==> config.mk <==
export PLATFORM = sky130hd
export DESIGN_NAME = aawl_isqrt
export DESIGN_NICKNAME = d
export VERILOG_FILES = /design/src/hw/rtl/aawl_pkg.sv /design/src/hw/rtl/aawl_isqrt.sv
export SDC_FILE = /design/constraint.sdc
export NUM_CORES = 2
export LEC_CHECK = 0
export BUFFER_PORTS_ARGS = -buffer_cell sky130_fd_sc_hd__buf_2
export CELL_PAD_IN_SITES_DETAIL_PLACEMENT = 0
export CELL_PAD_IN_SITES_GLOBAL_PLACEMENT = 1
export CORE_ASPECT_RATIO = 0.7
export CORE_MARGIN = 1.5
export CORE_UTILIZATION = 30
export CTS_BUF_LIST = sky130_fd_sc_hd__clkbuf_2
export DETAILED_ROUTE_END_ITERATION = 10
export PLACE_DENSITY_LB_ADDON = 0.1
export SETUP_SLACK_MARGIN = 0.2
export SLEW_MARGIN = 20
export SYNTH_ARGS = -nofsm -noshare
export SYNTH_HDL_FRONTEND = slang
export SYNTH_SLANG_ARGS = --single-unit
==> constraint.sdc <==
create_clock -name clk -period 47.6 [get_ports clk]
set_input_delay 14.28 -clock clk [delete_from_list [all_inputs] [get_ports clk]]
set_output_delay 14.28 -clock clk [all_outputs]
set_load 0.05 [all_outputs]
==> src/hw/rtl/aawl_pkg.sv <==
// ----------------------------------------------------------------------------
// Antialiased wide line expander package
// Field widths, fixed-point formats and shared types for the line expander.
// ----------------------------------------------------------------------------
package aawl_pkg;

	localparam int COORD_BITS = 24;
	localparam int FRAC_BITS = 8;
	localparam int WIDTH_BITS = 16;

	localparam int RAD_W = 18;
	localparam int DIFF_W = COORD_BITS + 1;
	localparam int MAG_W = 30;
	localparam int SQ_W = 2 * MAG_W;
	localparam int L2_W = 62;
	localparam int ROOT_W = 31;
	localparam int QUO_W = 32;
	localparam int UNIT_W = 32;
	localparam int PROD_W = UNIT_W + RAD_W + 1;
	localparam int ACC_W = 64;
	localparam int SH_W = 2;

	localparam int STEPS_PER_CYCLE = 4;
	localparam int ITER_CYCLES = 8;
	localparam int ITER_CNT_W = 3;
	localparam logic [ITER_CNT_W-1:0] ITER_LAST = ITER_CNT_W'(ITER_CYCLES - 2);

	typedef struct packed {
		logic signed [COORD_BITS-1:0] start_x;
		logic signed [COORD_BITS-1:0] start_y;
		logic signed [COORD_BITS-1:0] end_x;
		logic signed [COORD_BITS-1:0] end_y;
		logic [WIDTH_BITS-1:0]        line_width;
	} line_item_t;

	typedef struct packed {
		logic signed [COORD_BITS-1:0] vertex_x;
		logic signed [COORD_BITS-1:0] vertex_y;
		logic                         vertex_alpha;
		logic [2:0]                   vertex_slot;
		logic                         degenerate;
		logic                         last_vertex;
	} vertex_item_t;

	typedef struct packed {
		logic signed [COORD_BITS-1:0] start_x;
		logic signed [COORD_BITS-1:0] start_y;
		logic signed [COORD_BITS-1:0] end_x;
		logic signed [COORD_BITS-1:0] end_y;
		logic [RAD_W-1:0]             w2;
		logic [RAD_W-1:0]             cr;
		logic                         degen;
		logic                         neg_x;
		logic                         neg_y;
	} line_ctx_t;

endpackage

==> src/hw/rtl/aawl_isqrt.sv <==
// ----------------------------------------------------------------------------
// Iterative integer square root
// Floor square root of a 62-bit radicand, four result bits per cycle.
// ----------------------------------------------------------------------------
module aawl_isqrt
	import aawl_pkg::*;
(
	input  logic              clk,
	input  logic              arst_n,
	input  logic              load,
	input  logic [L2_W-1:0]   radicand,
	output logic              busy,
	output logic [ROOT_W-1:0] root
);

	logic [ACC_W-1:0] rem_q, res_q, bit_q;
	logic [ACC_W-1:0] rem_d, res_d, bit_d;
	logic [ITER_CNT_W-1:0] cnt_q;
	logic busy_q;

	always_comb begin
		rem_d = load ? ACC_W'(radicand) : rem_q;
		res_d = load ? '0 : res_q;
		bit_d = load ? (ACC_W'(1) << (2 * ROOT_W)) : bit_q;
		for (int j = 0; j < STEPS_PER_CYCLE; j++) begin
			if (rem_d >= res_d + bit_d) begin
				rem_d = rem_d - (res_d + bit_d);
				res_d = (res_d >> 1) + bit_d;
			end else begin
				res_d = res_d >> 1;
			end
			bit_d = bit_d >> 2;
		end
	end

	always_ff @(posedge clk) begin
		if (load || busy_q) begin
			rem_q <= rem_d;
			res_q <= res_d;
			bit_q <= bit_d;
		end
	end

	always_ff @(posedge clk or negedge arst_n) begin
		if (!arst_n) begin
			busy_q <= 1'b0;
			cnt_q <= '0;
		end else if (load) begin
			busy_q <= 1'b1;
			cnt_q <= '0;
		end else if (busy_q) begin
			cnt_q <= cnt_q + 1'b1;
			busy_q <= (cnt_q != ITER_LAST);
		end
	end

	assign busy = busy_q;
	assign root = res_q[ROOT_W-1:0];

endmodule

==> results by group <==
Run status
  • Status: completed

Clock network
  • Max Root-Sink Buffers: 2
  • Num CTS Buffers: 17
  • Post-CTS Resized: 0
  • CTS clk-pin slew, worst paths: 0.41 ns
  • CTS root buffer: clkbuf_2
  • Clk_lat worst skew: 1.41 ns
  • TritonCTS clock tree: done
  • TritonCTS Sinks: 139
  • Post-CTS Setup Repair Bufs: 0
  • Hold buffer count at cts: 0
  • Htree depth: 4

Floorplanning
  • Core area: 121000 sq um
  • Die Ht: 295 um
  • Die Area: 124000 sq um
  • # IOs: 97
  • Die Wd: 421 um
  • Initial Utilization: 30.2%
  • Row Count: 107

Run
  • Max_cap viols: 0

Synthesis
  • Cell Area, Synth: 36700 sq um
  • Sequential area share after synthesis: 11.3%
  • Post-synth EDFFs: 135
  • Top cells by area, synth: ha_1 11%, edfxtp_1 11%, xnor2_1 10%, a21oi_1 5.5%, nand2_1 5.5%
  • Post-synth top area share: 11.1%
  • Mapped Cells: 5021
  • Register bit total from synthesis: 139
  • Post-synth top area cell: ha_1
  • FFs w/ async S/R, synth: 2.88%
  • Syn. warnings: 0
  • Synthesized area per cell: 7.30 sq um
  • Ys flop type: edfxtp_1
  • Post-synthesis cell type count: 139

Critical path
  • Arr. time, crit path: 45.45 ns
  • Crit-path most repeated cell: a31oi_1
  • WP data required: 48.62 ns
  • Flop2flop setup slack: 16.02 ns
  • Endpoint class of the critical path: flop
  • Crit-path slowest cell: o31a_2
  • CP startpoint: load
  • Critical R2R Launch: bit_q[6]
  • Crit Path Class: input pin to flop
  • Crit-path max FO: 39
  • Slowest stage delay, CP: 0.86 ns
  • Critical Path Stages: 100
  • Reg2Reg Depth: 99
  • Worst path top cell family by delay: compound AO/OA/AOI/OAI gates
  • Crit path buf inv count: 4
  • Crit path to: res_q[58]
  • R2R Path End: res_q[58]
  • Setup crit start kind: input pin

Placed design
  • Cells after DPL: 6631
  • Final GP Congestion: 0.999
  • PortBufs: 96
  • HPWL after detailed placement: 163 mm

STA
  • Fmax achieved: 0.0225 GHz
  • Unrepaired setup endpoints after global routing: no
  • Final Hold Viols: 0
  • Setup Skew: 0.220 ns
  • Slew Limit Fails: 0
  • Worst slew pin tran: 1.22 ns
  • Max transition margin: 18.0%
  • Final setup fails: 0
  • Tcrit/Tclk final: 93.4%
  • Final Critical Period: 44.44 ns
  • Setup TNS: 0 ns

Global routing
  • Total GRT Usage: 30.6%
  • Antenna violations before repair: 10
  • Vias in the first global route: 34.6k
  • Largest net degree at the start of global routing: 62
  • First-pass GRT wire length: 270 mm
  • Gr ovfl total: 0

Drt
  • Vias: 39.5k
  • First DRT Iteration DRCs: 5216
  • Antenna Nets Post-Route: 0
  • Aggregate routed wire length: 195 mm
  • First drt pass iteration count: 6
  • Routed wire length per instance: 29.2 um
  • Vias/cell: 5.92
  • DRC errors left: 0

Layout
  • Total Nets Final: 5410
  • Final non-filler cell total: 6671
  • Multi-input gate area: 30800 sq um
  • Layout area overhead: 6.91%
  • Commonest cells after routing, fill and taps aside: 536 x nand2_1, 447 x nor2_1, 427 x xnor2_1
  • Flip-flop and latch area: 4150 sq um
  • Share of cells above drive strength 1: 9.55%
  • # fillers: 13.3k
  • Commonest non-fill, non-tap cell in the layout: nand2_1

Hold path
  • Worst min-delay path class: flop to flop
[cells in the mapped netlist, drive strengths merged (78+ instances only)]
library cell / number
nand2: 537
nor2: 450
xnor2: 429
a21oi: 408
ha: 326
o21ai: 270
xor2: 211
inv: 194
nand3: 175
a21o: 143
nor3: 136
edfxtp: 135
mux2: 116
clkbuf: 113
buf: 109
nor2b: 97
a31oi: 78
[cell type report]
type	instances	share of cell area, %
clock inverters	13	0.300
flip-flops and latches	139	10.6
diodes	9	0.0575
clock buffers	18	0.230
well taps	1635	5.22
repair buffers	196	3.16
multi-input cells	4467	78.6
inverters	194	1.86
[through the flow]
step                cell area [sq um]  setup WS, ns  hold slack (ns)  utilization [%]
finish                          39200          3.16            0.601             32.3
global placement                39000          2.88            0.547             32.1
detailed placement              39000          2.50            0.541             32.1
global route                    39200          1.39            0.624             32.3
floorplan                       36700          6.38            0.505                -
CTS                             39200          3.85            0.597             32.3
[layer usage]
metal | up-vias | share of wire, % | global-route usage, %
li1 | 18500 | - | -
met1 | 19100 | 53 | 52.3
met2 | 1915 | 31 | 32.4
met3 | 54 | 15 | 12.9
met4 | 4 | 0.68 | 3.18
met5 | - | 0.025 | 0
[worst register-to-register path: cells and delay by family (launching register included)]
family	cells	cell delay [ns]
adders and majority gates	6	2.43
DFF	1	0.43
buffers and inverters	3	0.91
AOI/OAI and AO/OA	43	13.47
xor gates and xnor gates	5	0.84
muxes	1	0.58
and+or+nand+nor	41	12.64
[state kept, by name, indices dropped and copies added (netlist names)]
signal,flops
rem_q,64
res_q,64
cnt_q,3
bit_q,7
busy,1
[kinds of logic (layout without fill, tap and decap cells)]
family,count (synthesis),after routing,share of synthesized area [%]
buffers and inverters,416,421,4.89
adder cells (fa/ha/maj),330,330,11.3
AND/OR/NAND/NOR,1913,1913,26.1
multiplexers,147,147,4.43
flip-flops,139,139,11.3
other,2,12,0.0205
AO/OA/AOI/OAI,1434,1434,26.5
XOR/XNOR,640,640,15.4
[how the worst min path moves through the flow]
stage	startpoint	to	slack [ns]	cells after the start
floorplan	cnt_q[2]	cnt_q[2]	0.50	2
global placement	cnt_q[2]	cnt_q[2]	0.55	2
detailed placement	cnt_q[2]	cnt_q[2]	0.54	2
CTS	cnt_q[2]	busy	0.60	3
global route	cnt_q[0]	cnt_q[0]	0.62	2
finish	cnt_q[2]	busy	0.60	3
Power is left out: the tool's default activity adds up to more than one toggle a clock period on the data nets, which glitch-free logic cannot reach.
