<file path="src/hw/rtl/aawl_pkg.sv">
// ----------------------------------------------------------------------------
// Antialiased wide line expander package
// Field widths, fixed-point formats and shared types for the line expander.
// ----------------------------------------------------------------------------
package aawl_pkg;

	localparam int COORD_BITS = 24;
	localparam int FRAC_BITS = 8;
	localparam int WIDTH_BITS = 16;

	localparam int RAD_W = 18;
	localparam int DIFF_W = COORD_BITS + 1;
	localparam int MAG_W = 30;
	localparam int SQ_W = 2 * MAG_W;
	localparam int L2_W = 62;
	localparam int ROOT_W = 31;
	localparam int QUO_W = 32;
	localparam int UNIT_W = 32;
	localparam int PROD_W = UNIT_W + RAD_W + 1;
	localparam int ACC_W = 64;
	localparam int SH_W = 2;

	localparam int STEPS_PER_CYCLE = 4;
	localparam int ITER_CYCLES = 8;
	localparam int ITER_CNT_W = 3;
	localparam logic [ITER_CNT_W-1:0] ITER_LAST = ITER_CNT_W'(ITER_CYCLES - 2);

	typedef struct packed {
		logic signed [COORD_BITS-1:0] start_x;
		logic signed [COORD_BITS-1:0] start_y;
		logic signed [COORD_BITS-1:0] end_x;
		logic signed [COORD_BITS-1:0] end_y;
		logic [WIDTH_BITS-1:0]        line_width;
	} line_item_t;

	typedef struct packed {
		logic signed [COORD_BITS-1:0] vertex_x;
		logic signed [COORD_BITS-1:0] vertex_y;
		logic                         vertex_alpha;
		logic [2:0]                   vertex_slot;
		logic                         degenerate;
		logic                         last_vertex;
	} vertex_item_t;

	typedef struct packed {
		logic signed [COORD_BITS-1:0] start_x;
		logic signed [COORD_BITS-1:0] start_y;
		logic signed [COORD_BITS-1:0] end_x;
		logic signed [COORD_BITS-1:0] end_y;
		logic [RAD_W-1:0]             w2;
		logic [RAD_W-1:0]             cr;
		logic                         degen;
		logic                         neg_x;
		logic                         neg_y;
	} line_ctx_t;

endpackage

</file>
<file path="src/hw/rtl/aawl_div.sv">
// ----------------------------------------------------------------------------
// Iterative unit-vector divider
// Restoring division of (dividend * 2^30) by the root, four quotient bits per
// cycle.
// ----------------------------------------------------------------------------
module aawl_div
	import aawl_pkg::*;
(
	input  logic              clk,
	input  logic              arst_n,
	input  logic              load,
	input  logic [ROOT_W-1:0] dividend,
	input  logic [ROOT_W-1:0] divisor,
	output logic              busy,
	output logic [QUO_W-1:0]  quotient
);

	logic [QUO_W-1:0] rem_q, num_q, quo_q;
	logic [ROOT_W-1:0] den_q;
	logic [QUO_W-1:0] rem_d, num_d, quo_d;
	logic [ROOT_W-1:0] den_d;
	logic [QUO_W:0] trial;
	logic [ITER_CNT_W-1:0] cnt_q;
	logic busy_q;

	always_comb begin
		rem_d = load ? QUO_W'(dividend >> 2) : rem_q;
		num_d = load ? (QUO_W'(dividend[1:0]) << (QUO_W - 2)) : num_q;
		den_d = load ? divisor : den_q;
		quo_d = load ? '0 : quo_q;
		trial = '0;
		for (int j = 0; j < STEPS_PER_CYCLE; j++) begin
			trial = {rem_d, num_d[QUO_W-1]};
			num_d = num_d << 1;
			if (trial >= (QUO_W + 1)'(den_d)) begin
				rem_d = QUO_W'(trial - (QUO_W + 1)'(den_d));
				quo_d = {quo_d[QUO_W-2:0], 1'b1};
			end else begin
				rem_d = QUO_W'(trial);
				quo_d = {quo_d[QUO_W-2:0], 1'b0};
			end
		end
	end

	always_ff @(posedge clk) begin
		if (load || busy_q) begin
			rem_q <= rem_d;
			num_q <= num_d;
			den_q <= den_d;
			quo_q <= quo_d;
		end
	end

	always_ff @(posedge clk or negedge arst_n) begin
		if (!arst_n) begin
			busy_q <= 1'b0;
			cnt_q <= '0;
		end else if (load) begin
			busy_q <= 1'b1;
			cnt_q <= '0;
		end else if (busy_q) begin
			cnt_q <= cnt_q + 1'b1;
			busy_q <= (cnt_q != ITER_LAST);
		end
	end

	assign busy = busy_q;
	assign quotient = quo_q;

endmodule

</file>
<file path="config.mk">
export PLATFORM = sky130hd
export DESIGN_NAME = aawl_div
export DESIGN_NICKNAME = d
export VERILOG_FILES = /design/src/hw/rtl/aawl_pkg.sv /design/src/hw/rtl/aawl_div.sv
export SDC_FILE = /design/constraint.sdc
export NUM_CORES = 1
export LEC_CHECK = 0
export BUFFER_PORTS_ARGS = -buffer_cell sky130_fd_sc_hd__buf_2
export CORE_ASPECT_RATIO = 0.7
export CORE_MARGIN = 2
export CORE_UTILIZATION = 45
export CTS_CLUSTER_SIZE = 10
export DETAILED_ROUTE_END_ITERATION = 6
export MAX_ROUTING_LAYER = met4
export PLACE_DENSITY = 0.74
export REMOVE_ABC_BUFFERS = 1
export SLEW_MARGIN = 20
export SYNTH_ARGS = -nofsm -noshare
export SYNTH_HDL_FRONTEND = slang
export SYNTH_SLANG_ARGS = --single-unit
</file>
<file path="constraint.sdc">
create_clock -name clk -period 21.5 [get_ports clk]
set_clock_uncertainty 0.05 [all_clocks]
set_input_delay 4.3 -clock clk [delete_from_list [all_inputs] [get_ports clk]]
set_output_delay 4.3 -clock clk [all_outputs]
set_load 0.05 [all_outputs]
</file>
==> impl_metrics.ini <==
[status]
outcome = completed

[clocking]
clkSlewWorstSetupHoldPaths_ns = 0.08
clockBufferDepth = 2
postCtsHoldBufs = 0
cts-root-buf = sky130_fd_sc_hd__clkbuf_16
post_cts.repair.setup_buffers = 0
cts_tree = yes
post_cts_resized = 0
worst_skew_late_latency_ns = 0.38
cts.sinks = 99
cts_buffers = 9
cts_max_level = 3

[synth]
ys_async_rst_share = 0.0404
synth-seq-cells = 99
synth.top_cell.area_share = 0.237
yosysMostFrequentCell = sky130_fd_sc_hd__nand2_1
syn_inst = 1381
synth.yosys.seq_area_share = 0.245
synth_enable_flop_cells = 95
synth.lib_cells_used.distinct = 75
postSynth.topFlopCell = sky130_fd_sc_hd__edfxtp_1
netlist.top_cell.by_area = sky130_fd_sc_hd__edfxtp_1
synth_top_cells_by_count = sky130_fd_sc_hd__nand2_1, sky130_fd_sc_hd__ha_1, sky130_fd_sc_hd__o21ai_0
yosys_warnings = 0
synth.area.top_cells = sky130_fd_sc_hd__edfxtp_1, sky130_fd_sc_hd__ha_1, sky130_fd_sc_hd__mux2_2
synth.cell_area_mm2 = 0.0120
post_synth.cell_area_avg_um2 = 8.72

[worst_hold_path]
hp-class = reg -> reg

[job]
cap_viol_max_count = 0

[final_layout]
multi_input_comb_area_mm2 = 0.00862
area_growth_pct = 9.19
register_area_mm2 = 0.00295
antenna_cells = 0
final-instance-count-excl-fill = 1820
final_layout_size_suffix_gt1_frac = 0.157
fin_nets = 1644
fillers = 2542
final_core_utilization = 0.496

[global_routing]
grt_pass1_wl_um = 56500
grt_overflow = 0
all_layer_global_routing_usage = 0.268
first_global_vias = 9885
grt_max_degree = 53
antenna_violations_before_repair = 0

[floorplan]
fp.coreArea_mm2 = 0.0265
initial_utilization = 0.454
placement_rows = 50
die_height_um = 141
fp.dieArea_mm2 = 0.0281
dieWidth_um = 200
num_io_pins = 98

[timing]
grt_setup_unrepaired = false
fin_tns_setup_ns = 0
setup_violations = 0
hold_violations = 0
final_period_minus_worst_setup_slack_ns = 20.24
fmaxAchievable_mhz = 49.4
slew_viols_final = 0
slew_headroom = 0.328
tightestPinTransition_ns = 0.997
layout_setup_ws_ns = 1.26
fin_crit_sh = 0.942

[worst_setup_path]
arrival_ns = 20.33
critical_path_required_ns = 21.58
worstSetupStartpointType = input port
nature_of_the_critical_path_endpoint = register
worst-path-max-fanout = 49
critPathSlowestCell = sky130_fd_sc_hd__nor2_4
worst-setup-path-type = in -> reg
critical-path-max-stage-delay_ns = 0.76

[drt]
first_iter_violations = 1160
detail_route.wl_per_cell_um = 20.0
totalWireLength_um = 36400
ant_nets = 0
routed-via-count = 11037
remaining_design_rule_violation_count = 0
viasPerCell = 6.06
drt_pre_antenna_iters = 6

[placement]
dp.final_hpwl_um = 29400
placed_cells = 1804
finalWeightedCongestion = 0.993
post-place-ws_ns = 1.23
numPortBuffers = 97
-- state kept, by name (all words and copies together), names as in the netlist --
| name | flops |
|---|---|
| cnt_q | 3 |
| rem_q | 32 |
| den_q | 31 |
| busy | 1 |
| quotient | 32 |
-- layout make-up --
type / instances / area share
tap: 364 / 0.0346
clock buffer: 9 / 0.0171
clock inverter: 7 / 0.00694
multi-input combinational: 1168 / 0.655
inverter: 69 / 0.0199
timing repair buffer: 104 / 0.0420
sequential: 99 / 0.224
-- per-layer routing --
layer  vias to the layer above  global-route usage  part of all wire
li1                       5292                   -                 -
met1                      5255               0.432              0.52
met2                       461               0.336              0.37
met3                        29              0.0536             0.093
met4                         0              0.0441             0.010
met5                         -                   -                 0
-- path summary, 6_finish.rpt --
path | start | depth (start not counted) | endpoint | slack [ns]
worst min-delay path | cnt_q[2]$_DFFE_PN0P_ | 2 | cnt_q[2]$_DFFE_PN0P_ | 0.50
worst min register to register | cnt_q[2]$_DFFE_PN0P_ | 2 | cnt_q[2]$_DFFE_PN0P_ | 0.50
worst max register to register | den_q[26]$_DFFE_PP_ | 46 | rem_q[13]$_DFFE_PP_ | 5.60
worst max-delay path | load | 48 | rem_q[13]$_DFFE_PP_ | 1.26
max in group asynchronous | arst_n | 1 | busy$_DFF_PN0_ | 17.62
min in group asynchronous | arst_n | 1 | cnt_q[2]$_DFFE_PN0P_ | 3.66
-- cell usage in the layout, fill, tap and decap left out, types with 56 or more instances in the layout --
cell type | netlist | routed
sky130_fd_sc_hd__a21o_1 | 56 | 56
sky130_fd_sc_hd__a21oi_1 | 116 | 116
sky130_fd_sc_hd__buf_2 | 7 | 96
sky130_fd_sc_hd__edfxtp_1 | 95 | 95
sky130_fd_sc_hd__ha_1 | 125 | 125
sky130_fd_sc_hd__inv_1 | 67 | 67
sky130_fd_sc_hd__mux2_2 | 65 | 65
sky130_fd_sc_hd__nand2_1 | 129 | 129
sky130_fd_sc_hd__nor2_1 | 80 | 79
sky130_fd_sc_hd__o21ai_0 | 117 | 117
sky130_fd_sc_hd__xnor2_1 | 59 | 59
-- cell families after synthesis --
logic type                 count (synthesis)  share of synthesized area
adders and majority gates                128                      0.135
AOI/OAI and AO/OA                        427                      0.225
muxes                                    132                      0.129
DFF                                       99                      0.245
buffers and inverters                    114                     0.0412
and+or+nand+nor                          378                      0.150
xor gates and xnor gates                 103                     0.0749
-- stage by stage --
stage                     hold WS, ns  area, um^2
final                           0.503       13200
after detailed placement        0.491       12800
after global routing            0.537       13200
after CTS                       0.509       13200
after floorplan                 0.455       11800
after global placement          0.471       12800
-- critical path: cells and delay by family --
| kind | cells | cell delay, ns |
|---|---|---|
| compound gates | 26 | 8.20 |
| buf+inv | 7 | 2.14 |
| mux | 4 | 1.75 |
| simple gates | 7 | 2.28 |
| fa+ha+maj | 4 | 1.46 |
Power is not shown: default switching activity piles up to over one toggle a cycle in this logic, so the estimate is an artifact.
